--- config.mk ---
export PLATFORM = sky130hd
export DESIGN_NAME = clock_with_set_mode_and_display_core_flat
export DESIGN_NICKNAME = d
export VERILOG_FILES = /design/src/rtl/core/clkd_pkg.sv /design/src/rtl/core/clkd_in_if.sv /design/src/rtl/core/clkd_out_if.sv /design/src/rtl/core/clkd_time.sv /design/src/rtl/core/clkd_disp.sv /design/src/rtl/core/clock_with_set_mode_and_display_core.sv /design/src/flat_wrapper.sv
export SDC_FILE = /design/constraint.sdc
export NUM_CORES = 1
export LEC_CHECK = 0
export BUFFER_PORTS_ARGS = -buffer_cell sky130_fd_sc_hd__buf_2
export CAP_MARGIN = 20
export CELL_PAD_IN_SITES_DETAIL_PLACEMENT = 0
export CELL_PAD_IN_SITES_GLOBAL_PLACEMENT = 2
export CORE_MARGIN = 2
export CORE_UTILIZATION = 42
export DETAILED_ROUTE_END_ITERATION = 10
export HOLD_SLACK_MARGIN = 0.1
export PLACE_DENSITY_LB_ADDON = 0.1
export SLEW_MARGIN = 5
export SYNTH_ARGS = -nofsm -noshare
export SYNTH_HDL_FRONTEND = slang
export SYNTH_SLANG_ARGS = --single-unit
--- constraint.sdc ---
create_clock -name clk_i -period 13.95 [get_ports clk_i]
set_clock_uncertainty 0.1 [all_clocks]
set_input_delay 1.395 -clock clk_i [delete_from_list [all_inputs] [get_ports clk_i]]
set_output_delay 1.395 -clock clk_i [all_outputs]
set_load 0.02 [all_outputs]
--- src/rtl/core/clkd_pkg.sv ---
`timescale 1ns / 1ps

package clkd_pkg;

  // Prescaler and blink timing
  localparam int unsigned TICKS_PER_SECOND = 128;
  localparam int unsigned BLINK_TICKS      = 32;

  localparam int unsigned TICK_W  = $clog2(TICKS_PER_SECOND);
  localparam int unsigned BLINK_W = (BLINK_TICKS > 1) ? $clog2(BLINK_TICKS) : 1;

  // Field widths
  localparam int unsigned MASK_W = 8;
  localparam int unsigned ENC_W  = 2;
  localparam int unsigned SEC_W  = 6;
  localparam int unsigned MIN_W  = 6;
  localparam int unsigned HOUR_W = 5;

  // Wrap limits
  localparam logic [SEC_W-1:0]  SEC_LAST  = SEC_W'(59);
  localparam logic [MIN_W-1:0]  MIN_LAST  = MIN_W'(59);
  localparam logic [HOUR_W-1:0] HOUR_LAST = HOUR_W'(23);
  localparam logic [HOUR_W-1:0] HALF_DAY  = HOUR_W'(12);

  // Preset time 11:44:55
  localparam logic [HOUR_W-1:0] PRESET_HOUR = HOUR_W'(11);
  localparam logic [MIN_W-1:0]  PRESET_MIN  = MIN_W'(44);
  localparam logic [SEC_W-1:0]  PRESET_SEC  = SEC_W'(55);

  // Button codes (exact mask match)
  localparam logic [MASK_W-1:0] BTN_PRESET  = 8'h10;
  localparam logic [MASK_W-1:0] BTN_FMT24   = 8'h20;
  localparam logic [MASK_W-1:0] BTN_SET_MIN = 8'h40;
  localparam logic [MASK_W-1:0] BTN_SET_HR  = 8'h80;

  // Encoder detent codes
  localparam logic [ENC_W-1:0] ENC_PREV_UP = 2'd1;
  localparam logic [ENC_W-1:0] ENC_PREV_DN = 2'd2;
  localparam logic [ENC_W-1:0] ENC_DETENT  = 2'd3;

  // Clock state after one tick, handed to the display formatter
  typedef struct packed {
    logic [HOUR_W-1:0] hour;
    logic [MIN_W-1:0]  minute;
    logic [SEC_W-1:0]  second;
    logic              blink;
    logic              mode_24h;
    logic              set_min;
    logic              set_hr;
  } view_t;

  // One display result
  typedef struct packed {
    logic [1:0]       hour_tens;
    logic [3:0]       hour_ones;
    logic [2:0]       minute_tens;
    logic [3:0]       minute_ones;
    logic             leading_blank;
    logic             hours_blank;
    logic             minutes_blank;
    logic             colon_on;
    logic             pm_dot;
    logic             format24_dot;
    logic [SEC_W-1:0] seconds_now;
  } res_t;

endpackage

--- src/rtl/core/clkd_in_if.sv ---
`timescale 1ns / 1ps

interface clkd_in_if
  import clkd_pkg::*;
();
  logic              valid;
  logic              ready;
  logic [MASK_W-1:0] button_mask;
  logic [ENC_W-1:0]  encoder_phase;

  modport source (output valid, output button_mask, output encoder_phase, input ready);
  modport sink   (input valid, input button_mask, input encoder_phase, output ready);
endinterface

--- src/rtl/core/clkd_out_if.sv ---
`timescale 1ns / 1ps

interface clkd_out_if
  import clkd_pkg::*;
();
  logic             valid;
  logic             ready;
  logic [1:0]       hour_tens;
  logic [3:0]       hour_ones;
  logic [2:0]       minute_tens;
  logic [3:0]       minute_ones;
  logic             leading_blank;
  logic             hours_blank;
  logic             minutes_blank;
  logic             colon_on;
  logic             pm_dot;
  logic             format24_dot;
  logic [SEC_W-1:0] seconds_now;

  modport source (
    output valid, output hour_tens, output hour_ones, output minute_tens,
    output minute_ones, output leading_blank, output hours_blank,
    output minutes_blank, output colon_on, output pm_dot, output format24_dot,
    output seconds_now, input ready
  );
  modport sink (
    input valid, input hour_tens, input hour_ones, input minute_tens,
    input minute_ones, input leading_blank, input hours_blank,
    input minutes_blank, input colon_on, input pm_dot, input format24_dot,
    input seconds_now, output ready
  );
endinterface

--- src/rtl/core/clkd_time.sv ---
`timescale 1ns / 1ps

module clkd_time
  import clkd_pkg::*;
(
  input  logic              clk_i,
  input  logic              rst_ni,
  input  logic              step_i,
  input  logic [MASK_W-1:0] mask_i,
  input  logic [ENC_W-1:0]  phase_i,
  output view_t             view_o
);

  logic [TICK_W-1:0]  tick_q, tick_d;
  logic [BLINK_W-1:0] bcnt_q, bcnt_d;
  logic [SEC_W-1:0]   sec_q, sec_d;
  logic [MIN_W-1:0]   min_q, min_d;
  logic [HOUR_W-1:0]  hour_q, hour_d;
  logic               blink_q, blink_d;
  logic               mode_q, mode_d;
  logic               setm_q, setm_d;
  logic               seth_q, seth_d;
  logic               rel_q, rel_d;
  logic [MASK_W-1:0]  last_q, last_d;
  logic [ENC_W-1:0]   enc_q, enc_d;

  logic [TICK_W:0]    tick_inc;
  logic [BLINK_W:0]   bcnt_inc;
  logic [BLINK_W-1:0] bcnt_wrap;
  logic               sec_tick;
  logic               act;
  logic               up;
  logic               dn;

  always_comb begin
    tick_inc  = {1'b0, tick_q} + 1'b1;
    sec_tick  = (tick_inc == (TICK_W+1)'(TICKS_PER_SECOND));
    // bcnt tracks the tick count modulo the blink period
    bcnt_inc  = {1'b0, bcnt_q} + 1'b1;
    bcnt_wrap = (bcnt_inc == (BLINK_W+1)'(BLINK_TICKS)) ? '0 : bcnt_inc[BLINK_W-1:0];

    tick_d  = sec_tick ? '0 : tick_inc[TICK_W-1:0];
    bcnt_d  = sec_tick ? '0 : bcnt_wrap;
    blink_d = blink_q ^ (bcnt_wrap == '0);
    sec_d   = sec_q;
    min_d   = min_q;
    hour_d  = hour_q;
    mode_d  = mode_q;
    setm_d  = setm_q;
    seth_d  = seth_q;
    rel_d   = rel_q;
    last_d  = last_q;
    enc_d   = phase_i;

    // prescaler carry
    if (sec_tick) begin
      if (sec_q == SEC_LAST) begin
        sec_d = '0;
        if (min_q == MIN_LAST) begin
          min_d  = '0;
          hour_d = (hour_q == HOUR_LAST) ? '0 : hour_q + 1'b1;
        end else begin
          min_d = min_q + 1'b1;
        end
      end else begin
        sec_d = sec_q + 1'b1;
      end
    end

    // buttons: act on first press or on any change of the pressed set
    act = (mask_i != '0) && (rel_q || (mask_i != last_q));
    if (mask_i != '0) begin
      rel_d  = 1'b0;
      last_d = mask_i;
    end else begin
      rel_d = 1'b1;
    end
    if (act) begin
      case (mask_i)
        BTN_PRESET: begin
          hour_d = PRESET_HOUR;
          min_d  = PRESET_MIN;
          sec_d  = PRESET_SEC;
        end
        BTN_FMT24:   mode_d = ~mode_q;
        BTN_SET_MIN: begin
          setm_d = ~setm_q;
          seth_d = 1'b0;
        end
        BTN_SET_HR: begin
          seth_d = ~seth_q;
          setm_d = 1'b0;
        end
        default: ;
      endcase
    end

    // encoder detents
    up = (enc_q == ENC_PREV_UP) && (phase_i == ENC_DETENT);
    dn = (enc_q == ENC_PREV_DN) && (phase_i == ENC_DETENT);
    if (up || dn) begin
      if (setm_d) begin
        sec_d = '0;
        if (up) min_d = (min_d == MIN_LAST) ? '0 : min_d + 1'b1;
        else    min_d = (min_d == '0) ? MIN_LAST : min_d - 1'b1;
      end
      if (seth_d) begin
        sec_d = '0;
        if (up) hour_d = (hour_d == HOUR_LAST) ? '0 : hour_d + 1'b1;
        else    hour_d = (hour_d == '0) ? HOUR_LAST : hour_d - 1'b1;
      end
    end
  end

  always_ff @(posedge clk_i or negedge rst_ni) begin
    if (!rst_ni) begin
      tick_q  <= '0;
      bcnt_q  <= '0;
      sec_q   <= '0;
      min_q   <= '0;
      hour_q  <= '0;
      blink_q <= 1'b0;
      mode_q  <= 1'b0;
      setm_q  <= 1'b0;
      seth_q  <= 1'b0;
      rel_q   <= 1'b1;
      last_q  <= '0;
      enc_q   <= '0;
    end else if (step_i) begin
      tick_q  <= tick_d;
      bcnt_q  <= bcnt_d;
      sec_q   <= sec_d;
      min_q   <= min_d;
      hour_q  <= hour_d;
      blink_q <= blink_d;
      mode_q  <= mode_d;
      setm_q  <= setm_d;
      seth_q  <= seth_d;
      rel_q   <= rel_d;
      last_q  <= last_d;
      enc_q   <= enc_d;
    end
  end

  assign view_o = '{hour: hour_d, minute: min_d, second: sec_d, blink: blink_d,
                    mode_24h: mode_d, set_min: setm_d, set_hr: seth_d};

  assert property (@(posedge clk_i) disable iff (!rst_ni) !(setm_q && seth_q))
    else $error("both set modes on");
  assert property (@(posedge clk_i) disable iff (!rst_ni)
                   (hour_q <= HOUR_LAST) && (min_q <= MIN_LAST) && (sec_q <= SEC_LAST))
    else $error("time count out of range");
  assert property (@(posedge clk_i) disable iff (!rst_ni) !step_i |=> $stable(tick_q))
    else $error("prescaler moved without a beat");

endmodule

--- src/rtl/core/clkd_disp.sv ---
`timescale 1ns / 1ps

module clkd_disp
  import clkd_pkg::*;
(
  input  view_t view_i,
  output res_t  res_o
);

  logic [HOUR_W-1:0] h12;
  logic [HOUR_W-1:0] shown;
  logic [HOUR_W-1:0] h_ones;
  logic [1:0]        h_tens;
  logic [2:0]        m_tens;
  logic [MIN_W-1:0]  m_ones;

  always_comb begin
    h12 = (view_i.hour >= HALF_DAY) ? view_i.hour - HALF_DAY : view_i.hour;
    if (view_i.mode_24h)  shown = view_i.hour;
    else if (h12 == '0)   shown = HALF_DAY;
    else                  shown = h12;

    // hour below 24: tens by compare
    if (shown >= HOUR_W'(20)) begin
      h_tens = 2'd2;
      h_ones = shown - HOUR_W'(20);
    end else if (shown >= HOUR_W'(10)) begin
      h_tens = 2'd1;
      h_ones = shown - HOUR_W'(10);
    end else begin
      h_tens = 2'd0;
      h_ones = shown;
    end

    // minute below 60: tens by compare chain
    if      (view_i.minute >= MIN_W'(50)) m_tens = 3'd5;
    else if (view_i.minute >= MIN_W'(40)) m_tens = 3'd4;
    else if (view_i.minute >= MIN_W'(30)) m_tens = 3'd3;
    else if (view_i.minute >= MIN_W'(20)) m_tens = 3'd2;
    else if (view_i.minute >= MIN_W'(10)) m_tens = 3'd1;
    else                                  m_tens = 3'd0;
    m_ones = view_i.minute - MIN_W'({m_tens, 3'b000} + {2'b00, m_tens, 1'b0});

    res_o.hour_tens     = h_tens;
    res_o.hour_ones     = h_ones[3:0];
    res_o.minute_tens   = m_tens;
    res_o.minute_ones   = m_ones[3:0];
    res_o.leading_blank = !view_i.mode_24h && (shown < HOUR_W'(10));
    res_o.hours_blank   = view_i.set_hr && view_i.blink;
    res_o.minutes_blank = view_i.set_min && view_i.blink;
    res_o.colon_on      = !view_i.second[0];
    res_o.pm_dot        = (view_i.hour >= HALF_DAY) && !view_i.mode_24h;
    res_o.format24_dot  = view_i.mode_24h;
    res_o.seconds_now   = view_i.second;
  end

endmodule

--- src/rtl/core/clock_with_set_mode_and_display_core.sv ---
`timescale 1ns / 1ps

// Channel  Dir  Beat payload                                  Handshake
// in_i     in   button_mask[7:0], encoder_phase[1:0]          valid/ready
// out_o    out  hour/minute digits, blank flags, colon, dots,  valid/ready
//               seconds_now[5:0]
//
// One tick beat per cycle sustained while out_o takes each result. A beat
// lands in the input register; as it advances, the clock state steps, the
// display word is registered and out_o valid rises. The input register
// stalls only while it is full and out_o holds an untaken result; ready
// never waits on idle.
// Async active-low reset clears time to 00:00:00, 12-hour mode, no set mode.

module clock_with_set_mode_and_display_core
  import clkd_pkg::*;
(
  input  logic       clk_i,
  input  logic       rst_ni,
  clkd_in_if.sink    in_i,
  clkd_out_if.source out_o
);

  // input register
  logic              in_vld_q;
  logic [MASK_W-1:0] mask_q;
  logic [ENC_W-1:0]  phase_q;

  // result register
  logic              out_vld_q;
  res_t              res_q;

  logic  advance;   // input-register beat moves into the clock state
  view_t view;
  res_t  res;

  assign advance    = in_vld_q && (!out_vld_q || out_o.ready);
  assign in_i.ready = !in_vld_q || advance;

  always_ff @(posedge clk_i or negedge rst_ni) begin
    if (!rst_ni) begin
      in_vld_q <= 1'b0;
    end else if (in_i.ready) begin
      in_vld_q <= in_i.valid;
    end
  end

  // payload needs no reset
  always_ff @(posedge clk_i) begin
    if (in_i.ready && in_i.valid) begin
      mask_q  <= in_i.button_mask;
      phase_q <= in_i.encoder_phase;
    end
  end

  clkd_time u_time (
    .clk_i   (clk_i),
    .rst_ni  (rst_ni),
    .step_i  (advance),
    .mask_i  (mask_q),
    .phase_i (phase_q),
    .view_o  (view)
  );

  clkd_disp u_disp (
    .view_i (view),
    .res_o  (res)
  );

  always_ff @(posedge clk_i or negedge rst_ni) begin
    if (!rst_ni) begin
      out_vld_q <= 1'b0;
    end else if (advance) begin
      out_vld_q <= 1'b1;
    end else if (out_o.ready) begin
      out_vld_q <= 1'b0;
    end
  end

  always_ff @(posedge clk_i) begin
    if (advance) begin
      res_q <= res;
    end
  end

  assign out_o.valid         = out_vld_q;
  assign out_o.hour_tens     = res_q.hour_tens;
  assign out_o.hour_ones     = res_q.hour_ones;
  assign out_o.minute_tens   = res_q.minute_tens;
  assign out_o.minute_ones   = res_q.minute_ones;
  assign out_o.leading_blank = res_q.leading_blank;
  assign out_o.hours_blank   = res_q.hours_blank;
  assign out_o.minutes_blank = res_q.minutes_blank;
  assign out_o.colon_on      = res_q.colon_on;
  assign out_o.pm_dot        = res_q.pm_dot;
  assign out_o.format24_dot  = res_q.format24_dot;
  assign out_o.seconds_now   = res_q.seconds_now;

  assert property (@(posedge clk_i) disable iff (!rst_ni) !out_vld_q |-> in_i.ready)
    else $error("input stalled with empty result register");
  assert property (@(posedge clk_i) disable iff (!rst_ni)
                   out_vld_q |-> !(res_q.hours_blank && res_q.minutes_blank))
    else $error("both digit pairs blinking");
  assert property (@(posedge clk_i) disable iff (!rst_ni)
                   out_vld_q && res_q.format24_dot |-> !res_q.pm_dot && !res_q.leading_blank)
    else $error("12-hour flags shown in 24-hour mode");
  assert property (@(posedge clk_i) disable iff (!rst_ni)
                   advance |=> out_vld_q)
    else $error("stepped beat lost its result");

endmodule
--- src/flat_wrapper.sv ---
// flat-port wrapper written by rule: the top's interface ports become plain ports
module clock_with_set_mode_and_display_core_flat import clkd_pkg::*;
  (clk_i, rst_ni, in_i_valid, in_i_button_mask, in_i_encoder_phase, in_i_ready, out_o_valid, out_o_hour_tens, out_o_hour_ones, out_o_minute_tens, out_o_minute_ones, out_o_leading_blank, out_o_hours_blank, out_o_minutes_blank, out_o_colon_on, out_o_pm_dot, out_o_format24_dot, out_o_seconds_now, out_o_ready);
  clkd_in_if in_i_i ();
  clkd_out_if out_o_i ();
  input  logic clk_i;
  input  logic rst_ni;
  input wire logic [$bits(in_i_i.valid)-1:0] in_i_valid;
  input wire logic [$bits(in_i_i.button_mask)-1:0] in_i_button_mask;
  input wire logic [$bits(in_i_i.encoder_phase)-1:0] in_i_encoder_phase;
  output wire logic [$bits(in_i_i.ready)-1:0] in_i_ready;
  output wire logic [$bits(out_o_i.valid)-1:0] out_o_valid;
  output wire logic [$bits(out_o_i.hour_tens)-1:0] out_o_hour_tens;
  output wire logic [$bits(out_o_i.hour_ones)-1:0] out_o_hour_ones;
  output wire logic [$bits(out_o_i.minute_tens)-1:0] out_o_minute_tens;
  output wire logic [$bits(out_o_i.minute_ones)-1:0] out_o_minute_ones;
  output wire logic [$bits(out_o_i.leading_blank)-1:0] out_o_leading_blank;
  output wire logic [$bits(out_o_i.hours_blank)-1:0] out_o_hours_blank;
  output wire logic [$bits(out_o_i.minutes_blank)-1:0] out_o_minutes_blank;
  output wire logic [$bits(out_o_i.colon_on)-1:0] out_o_colon_on;
  output wire logic [$bits(out_o_i.pm_dot)-1:0] out_o_pm_dot;
  output wire logic [$bits(out_o_i.format24_dot)-1:0] out_o_format24_dot;
  output wire logic [$bits(out_o_i.seconds_now)-1:0] out_o_seconds_now;
  input wire logic [$bits(out_o_i.ready)-1:0] out_o_ready;
  assign in_i_i.valid = in_i_valid;
  assign in_i_i.button_mask = in_i_button_mask;
  assign in_i_i.encoder_phase = in_i_encoder_phase;
  assign in_i_ready = in_i_i.ready;
  assign out_o_valid = out_o_i.valid;
  assign out_o_hour_tens = out_o_i.hour_tens;
  assign out_o_hour_ones = out_o_i.hour_ones;
  assign out_o_minute_tens = out_o_i.minute_tens;
  assign out_o_minute_ones = out_o_i.minute_ones;
  assign out_o_leading_blank = out_o_i.leading_blank;
  assign out_o_hours_blank = out_o_i.hours_blank;
  assign out_o_minutes_blank = out_o_i.minutes_blank;
  assign out_o_colon_on = out_o_i.colon_on;
  assign out_o_pm_dot = out_o_i.pm_dot;
  assign out_o_format24_dot = out_o_i.format24_dot;
  assign out_o_seconds_now = out_o_i.seconds_now;
  assign out_o_i.ready = out_o_ready;
  clock_with_set_mode_and_display_core u_core (.clk_i(clk_i), .rst_ni(rst_ni), .in_i(in_i_i), .out_o(out_o_i));
endmodule
==> results.md, run 1 <==
- The minimum clock period is 5740 ps.
- The die is roughly 120 µm tall.
- The detailed-routing iteration count for the pre-antenna-repair pass is 5.
- The path type of the worst setup path is flip-flop to flip-flop.
- The overall fraction of global-route tracks in use is 19.5%.
- Final hold analysis gives a worst-case slack of about 370 ps.
- The net count after synthesis is 619.
- After legalization and detailed placement, the total HPWL measured roughly 9 mm.
- After detailed routing, the average wire length per cell comes to between 15 and 20 µm.
- The post-route netlist has between 15 and 20% of its cells at a drive strength greater than 1.
- The number of cell rows is slightly above 40.
- The number of diodes added for antenna fixing is 0.
- The final weighted congestion in routability-driven placement is ~0.85.
- Buffers placed on the I/O ports in this run total 40.
- STA classifies the critical path startpoint as a flip-flop.
- The number of hold buffers added after CTS is 0.
- The dominant cell by count in the synthesized netlist is sky130_fd_sc_hd__nand2_1.
- The clock net in this run drives a total of between 80 and 90 sinks.
- The full die area is around 14000 µm².
- The class of the worst hold path is flip-flop to flip-flop.
- The number of buffers created by CTS is 9.
- The adder and majority cell fraction of the synthesized area is under 10%.
- The portion of synthesized cell area occupied by the leading cell type is roughly a fifth.
- Setup violations remaining at the end of the flow were counted as 0.
- Summed over all layers, the routed wires come to 12.9 mm.
- The summed instance area of the synthesized netlist is 5440 µm².
- In the routed design, unresolved DRC markers number 0.
- Data on the critical path arrives at its endpoint at ~5700 ps.
- The CTS tree is done.
- The residual antenna-violating net count after detailed routing is 0.
- The final number of hold-violating endpoints was 0.
- The maximum root-to-sink buffer count is 2.
- The design draws 0.00122 W.
- By area, the combinational part of the netlist is dominated by simple AND/OR/NAND/NOR gates.
- On the worst path, the slowest cell contributes a delay of around 450 ps.
- Global routing consumed, on the met3 layer, 4.02% of the routing resources.
- The number of global-route vias before repair is about 4400.
- The worst setup path is captured at a flip-flop.
- The total count of max-transition violations in the final report is 0.
- The worst hold path stage count is 2.
- At the end of the flow, the number of nets in the layout was approximately 650.
- The analysis attributes to cell leakage a power of between 2 and 3 nW.
- Measured in cells, the most critical reg-to-reg path has a length of 23.
- The initial cell density of the core is a little over two fifths.
- Clock-pin slew was measured on the worst setup and hold paths at ~60 ps.
- For the pin with the worst max-slew slack, the measured transition is 900 ps.
- For hold timing, the worst endpoint is u_core.u_time.rel_q.
- The worst voltage drop across the vdd grid is between 0.1 and 0.15 mV.
- Of all flip-flops after synthesis, the portion carrying an async set or reset was a little under three fifths.
- The most numerous cell type found on the critical path is sky130_fd_sc_hd__ha_1.
- After synthesis the netlist holds a flip-flop and latch count of 81.
- The number of antenna violations at the first check in global routing is 0.
- The met1 track demand over resource in global routing is a little over a quarter.
- Walking the worst path, the cells encountered are ha_1, nand3_2, nor4_4, nand3_1, mux2_2, or2_2, inv_1, ha_1, nand2_1, a21oi_1, nand2_1, xor2_2, inv_2, ha_1, nor4_1, a211oi_1, o221ai_4, inv_1, ha_1, a32o_1, o31a_1, a21oi_1, o22ai_1.
- The slowest stage of the critical path belongs to the cell sky130_fd_sc_hd__dfrtp_1.
- The largest fanout on the critical path is 9.
- The register-to-register setup slack is 8210 ps.
- The root cell of the clock tree is sky130_fd_sc_hd__clkbuf_16.
- The clock reaches the later pin of the worst-skew pair after ~350 ps.
- The per-instance average area after synthesis is between 9 and 10 µm².
- Setup repair after global routing left no endpoint under its margin.
- For the worst setup path, the data required time is roughly 14000 ps.
- Summing the areas of all and, or, nand and nor instances in the mapped netlist gives ~26% of the synthesized area.
- Headroom to the max-slew limit came out at between 30 and 40%.
- The global-route layer with the greatest usage is met2.
- The Yosys warning count is 0.
- In the synthesized netlist, the cells that appear most often are sky130_fd_sc_hd__nand2_1, sky130_fd_sc_hd__dfrtp_1, sky130_fd_sc_hd__nor2_1.
- The H-tree was split into 3 levels.
- The buffer count from post-CTS setup fixing is 0.
- Dividing total power by cell area gives a power density of 201 nW/µm².
- The portion of synthesized area spent on multiplexers is approximately 3.7%.
- In this run, synthesis inferred 35 flip-flops with an integrated enable.
- Summing the areas of all xor and xnor instances in the mapped netlist gives roughly 4.9% of the synthesized area.
- The share of the Yosys chip area taken by registers is between 40 and 50%.
- The core area is between 10000 and 15000 µm².
- The detailed router placed 4534 vias in this run.
- The most used flip-flop cell after synthesis is sky130_fd_sc_hd__dfrtp_1.
- For this run, global-route usage on met2 was measured as between 30% and 40%.
- The ratio of routed vias to standard cells is about 5.7.
- The number of I/O pins is slightly above 40.
- The top cell type by total area after synthesis is sky130_fd_sc_hd__dfrtp_1.
- The largest net degree at the start of global routing is between 50 and 60.
- The worst register-to-register path begins at u_core.u_time.tick_q[0].
- By area the synthesized netlist is led by sky130_fd_sc_hd__dfrtp_1, sky130_fd_sc_hd__edfxtp_1, sky130_fd_sc_hd__nand2_1.
- The total of cells resized after clock tree synthesis is 0.
- After the first detailed-routing iteration, the DRC count stood at 291.
- The global-route wire length before repair is around 22 mm.
- The synthesized netlist contains a little under 90 unique library cells.
- Summed over all layers, the global routing overflow is 0.
- The aggregate negative setup slack is 0 ps.
- The number of maximum-capacitance constraint violations is 0.
- The layout overhead on the synthesized area is 11.9%.
- The fraction of the mapped netlist area in compound gates is roughly 18%.
- The post-route fraction of the period consumed by the critical path is between 40% and 50%.
- The source of the worst hold timing path is u_core.u_time.rel_q.
- The cell count after synthesis came out at ~590.
- The achievable clock frequency is 174 MHz.
- The launch point of the critical path is u_core.u_time.tick_q[0].
- The horizontal die dimension is between 100 and 150 µm.
- The run finished with clean final reports.
- The endpoint identified for the worst register-to-register timing path is u_core.out_o.hour_ones[3].
==> worst max-delay path, delay by kind of cell (launching register included) <==
kind / cells / cell delay [ps]
simple gates: 7 / 1630
compound gates: 7 / 1270
fa+ha+maj: 4 / 1010
flops: 1 / 450
mux: 1 / 340
xor+xnor: 1 / 340
buf+inv: 3 / 310
==> final cells by class <==
cell class | count | area [µm²]
fill | 1236 | 6530
tap | 172 | 215
clock buffer | 9 | 225
timing repair buffer | 47 | 263
clock inverter | 7 | 45.0
sequential | 81 | 2200
multi-input combinational | 457 | 3040
inverter | 25 | 93.8
==> power breakdown <==
part / total (W) / switching, W / internal, W
clock network: 0.000220 / 0.000100 / 0.000120
registers: 0.000396 / 0.0000633 / 0.000333
logic: 0.000606 / 0.000359 / 0.000246
==> per-stage QoR <==
step                      std cells  area (µm²)  setup slack, ps  utilization [%]
after floorplan                 588        5440             8770                -
after global placement          780        5790             8360             45.9
after detailed placement        780        5790             8250             45.9
after CTS                       796        6060             8210             48.1
after global routing            798        6090             7680             48.3
final                           798        6090             8210             48.3
==> logic make-up after synthesis <==
logic type               Yosys count
AND/OR/NAND/NOR                  264
AO/OA/AOI/OAI                    129
flip-flops                        81
buffers and inverters             50
XOR/XNOR                          29
multiplexers                      18
adder cells (fa/ha/maj)           17
==> registers in the layout, indices dropped and copies added (netlist names), 5 cells and up <==
name / count
u_core.u_time.bcnt_q: 5
u_core.u_time.last_q: 8
u_core.u_time.sec_q: 6
u_core.out_o.seconds_now: 6
u_core.u_time.tick_q: 7
u_core.u_time.hour_q: 5
u_core.mask_q: 8
u_core.u_time.min_q: 6
==> cells in the final DEF (no fill, tap or decap), types with 6 or more instances in the layout <==
cell / count
sky130_fd_sc_hd__mux2i_1: 8
sky130_fd_sc_hd__inv_1: 23
sky130_fd_sc_hd__mux2_2: 8
sky130_fd_sc_hd__nor4_1: 12
sky130_fd_sc_hd__ha_1: 17
sky130_fd_sc_hd__buf_2: 40
sky130_fd_sc_hd__o21ai_0: 31
sky130_fd_sc_hd__edfxtp_1: 35
sky130_fd_sc_hd__dfrtp_1: 45
sky130_fd_sc_hd__nand3_1: 25
sky130_fd_sc_hd__nand4_1: 17
sky130_fd_sc_hd__nand2b_1: 8
sky130_fd_sc_hd__a31oi_1: 6
sky130_fd_sc_hd__a21oi_1: 26
sky130_fd_sc_hd__xor2_1: 6
sky130_fd_sc_hd__xnor2_1: 21
sky130_fd_sc_hd__and3_1: 7
sky130_fd_sc_hd__nor3_1: 15
sky130_fd_sc_hd__and2_1: 8
sky130_fd_sc_hd__clkbuf_16: 9
sky130_fd_sc_hd__nand2_1: 99
sky130_fd_sc_hd__nor2_1: 38
==> worst max path at each step <==
stage | to | slack [ps] | cells past startpoint
after floorplan | u_core.out_o.hour_ones[1] | 8770 | 23
after global placement | u_core.out_o.hour_ones[3] | 8360 | 23
after detailed placement | u_core.out_o.hour_ones[3] | 8250 | 23
after CTS | u_core.out_o.hour_ones[3] | 8210 | 23
after global routing | u_core.out_o.hour_ones[2] | 7680 | 22
final | u_core.out_o.hour_ones[3] | 8210 | 23
==> per-layer routing <==
metal	routed length [µm]	part of all wire, %	up-vias
met2	5930	46	108
met4	235	1.8	0
met3	517	4.0	14
met1	6240	48	2170
met5	0	0	-
li1	-	-	2242
Note: power is estimated with default switching activity, not from simulation.
==> run 2, diff against run 1 <==
Settings changed: CORE_UTILIZATION 42 to 35.
Clock period 13.95 ns to 4.95 ns, I/O delays scaled along.
==> results.md, run 2 (synthesis results as in run 1) <==
- The critical path endpoint is u_core.out_o.hour_ones[3].
- The met3 track utilization from global routing is under 10%.
- Once placement finished, the instance area stood at 6420 µm².
- The horizontal die dimension is around 130 µm.
- The number of I/O pins is between 40 and 50.
- In this run the critical register-to-register path is launched from u_core.mask_q[1].
- The count of nets left with antenna violations once routing finished came out at 0.
- At the worst endpoint, the required time is ~4900 ps.
- The height of the die is around 130 µm.
- Leaving out fill and tap cells, the most frequent cells in the layout are sky130_fd_sc_hd__nand2_1, sky130_fd_sc_hd__buf_4, sky130_fd_sc_hd__dfrtp_1.
- The maximum root-to-sink buffer count is 2.
- In the global route stage, overall resource usage came out at a little under a fifth.
- The net count of the finished layout is between 700 and 800.
- In this run, post-CTS hold repair placed 0 buffers.
- The largest registers in the layout are u_core.mask_q (8), u_core.u_time.last_q (8), u_core.u_time.tick_q (7).
- Summed over all cells, the static leakage comes to approximately 3.0 nW.
- The number of maximum-capacitance constraint violations is 0.
- The filler cell count is around 1500.
- At the pin with the least slew margin, the transition time is between 900 and 1000 ps.
- The clock period could shrink to between 4000 and 5000 ps.
- The detailed-routing iteration count for the pre-antenna-repair pass is 5.
- Traced cell by cell, the critical path runs through or4_4, buf_4, or3_4, or3_1, and4b_4, nor2_8, o21ai_1, a22oi_2, inv_1, ha_4, nand2_1, a311o_2, o221ai_4, inv_1, ha_1, a32o_2, o31a_1, a21oi_1, o22ai_1.
- The number of standard cells in the final layout excluding fillers is 901.
- The count of final setup violators is 0.
- The areal power density over the cells is 577 nW/µm².
- The final design area excluding fillers is between 7000 and 8000 µm².
- The repair_antennas step left the layout with diodes totalling 0.
- The endpoint identified for the worst register-to-register timing path is u_core.out_o.hour_ones[3].
- In this run the tightest slew margin relative to its limit is 36.8%.
- The clock transition at the registers of the reported paths is roughly 70 ps.
- The class of the worst hold path is primary input to async pin.
- The proportion of layout cells with a drive suffix above 1 is 31.6%.
- The nature of the critical path startpoint is a flip-flop.
- The ratio of routed vias to standard cells is ~5.5.
- The remaining global-route overflow is 0.
- Tracing the worst setup path back leads to its startpoint at u_core.mask_q[1].
- The worst reg-to-reg path cell count is 19.
- The number of design-rule violations left by the first detailed-router iteration is about 310.
- The largest stage delay on the critical path is ~560 ps.
- The total area inside the core boundary comes to around 15000 µm².
- The number of cell rows is 45.
- The final number of hold-violating endpoints was 0.
- The clock net sink count is between 80 and 90.
- Of all nets on the critical path, the largest fanout is 5.
- IR analysis of the VDD net gives a maximum drop of 0.239 mV.
- The layout overhead on the synthesized area is 29.1%.
- Global routing consumed, on the met2 layer, a little over 30% of the routing resources.
- The total count of max-transition violations in the final report came to 0.
- The number of antenna violations at the first check in global routing is 0.
- Entering global routing, the biggest net connects 53 pins.
- The met1 track demand over resource in global routing is between 20% and 30%.
- The root cell of the clock tree is sky130_fd_sc_hd__clkbuf_16.
- The path type of the worst setup path is flip-flop to flip-flop.
- The clock insertion delay at the later pin of the skew report is ~350 ps.
- Across all setup checks in the final design, the least slack found is about 170 ps.
- The global-route wire length before repair is between 20 and 25 mm.
- The wire length reported by the detailed router is around 15 mm.
- The global-route layer with the greatest usage is met2.
- The setup check on the worst reg-to-reg path leaves a slack of 170 ps.
- Routability-driven placement finished with a final weighted congestion of between 0.9 and 1.
- The worst setup path is captured at a flip-flop.
- The floorplan step defined a die boundary enclosing around 17000 µm².
- The post-route fraction of the period consumed by the critical path is 96.6%.
- The number of H-tree branching levels is 3.
- The number of placed cells counting well taps is a little under 900.
- Leaving out fill and tap cells, the most frequent cell in the layout is sky130_fd_sc_hd__nand2_1.
- For this run, the share of the core covered by cells in the final layout is between 40% and 50%.
- On the critical path, the stage with the largest delay is an instance of sky130_fd_sc_hd__or4_4.
- Detailed routing inserted a total of between 4000 and 5000 vias.
- Data arrives at the worst endpoint at around 4800 ps.
- The worst slack after detailed placement is -62.1 ps.
- The average routed wire per standard cell is 16.4 µm.
- The flow ran to the end, and the final reports show no timing, DRC or antenna violations.
- The CTS tree is done.
- The number of global-route vias before repair is 4754.
- The initial utilization of the core area, before any placement, comes to between 30% and 40%.
- Timing would allow up to around 210 MHz.
- In this run, CTS created clock tree buffers numbering 9.
- The HPWL reported at the end of detailed placement is between 10 and 15 mm.
- The number of DRC violations after detailed routing is 0.
- Counting stages on the worst path, the most repeated cell is sky130_fd_sc_hd__inv_1.
- The count of buffers added on input and output ports is 40.
-- run 2: cell types whose count changed in the layout (fill, tap and decap cells not counted), sizes merged --
cell	change
clkbuf	-1
buf	+88
bufinv	+1
clkinv	-4
inv	+3
-- run 2: per-stage QoR --
stage | hold slack, ps | total power (W) | setup TNS (ps)
floorplan | 99.4 | 0.00245 | 0
global placement | 357 | 0.00314 | 0
detailed placement | 369 | 0.00316 | -75.7
CTS | 182 | 0.00390 | 0
global route | 199 | 0.00437 | -154
finish | 163 | 0.00405 | 0
-- run 2: repair_timing --
item                                    in CTS  in global routing
endpoints found under the setup margin       3                  6
pin swaps                                    0                 22
resized for setup                            5                 37
setup buffers                                0                 11
-- run 2: critical path: cells and delay by family, from the launching register on --
kind                       cells  cell delay (ps)
and+or+nand+nor                6             1670
adders and majority gates      2              480
DFF                            1              410
AOI/OAI and AO/OA              8             1510
buffers and inverters          3              330
-- run 2: how the worst min path moves through the flow --
stage	startpoint	to	slack [ps]	cells after the start
global route	rst_ni	u_core.u_time.bcnt_q[4]	200	2
detailed placement	u_core.u_time.rel_q	u_core.u_time.rel_q	370	2
floorplan	rst_ni	u_core.in_vld_q	100	0
finish	rst_ni	u_core.u_time.sec_q[4]	160	2
CTS	rst_ni	u_core.u_time.sec_q[0]	180	2
global placement	u_core.u_time.rel_q	u_core.u_time.rel_q	360	2
-- run 2: layer usage --
| layer | part of all wire (%) | up-vias |
|---|---|---|
| met4 | 1.7 | 0 |
| met1 | 47 | 2426 |
| met3 | 2.5 | 15 |
| met2 | 49 | 78 |
| met5 | 0 | - |
| li1 | - | 2426 |
-- run 2: cell type report --
type	instances	area [µm²]	share of cell area [%]
timing repair buffer	134	918	13.1
inverter	25	93.8	1.34
clock buffer	9	225	3.21
tap	188	235	3.35
sequential	81	2210	31.4
multi-input combinational	457	3260	46.5
clock inverter	7	82.6	1.18
-- run 2: power by group --
part           switching (W)  internal, W
clock               0.000302     0.000400
sequential          0.000149     0.000939
combinational        0.00121      0.00105
total                0.00166      0.00239
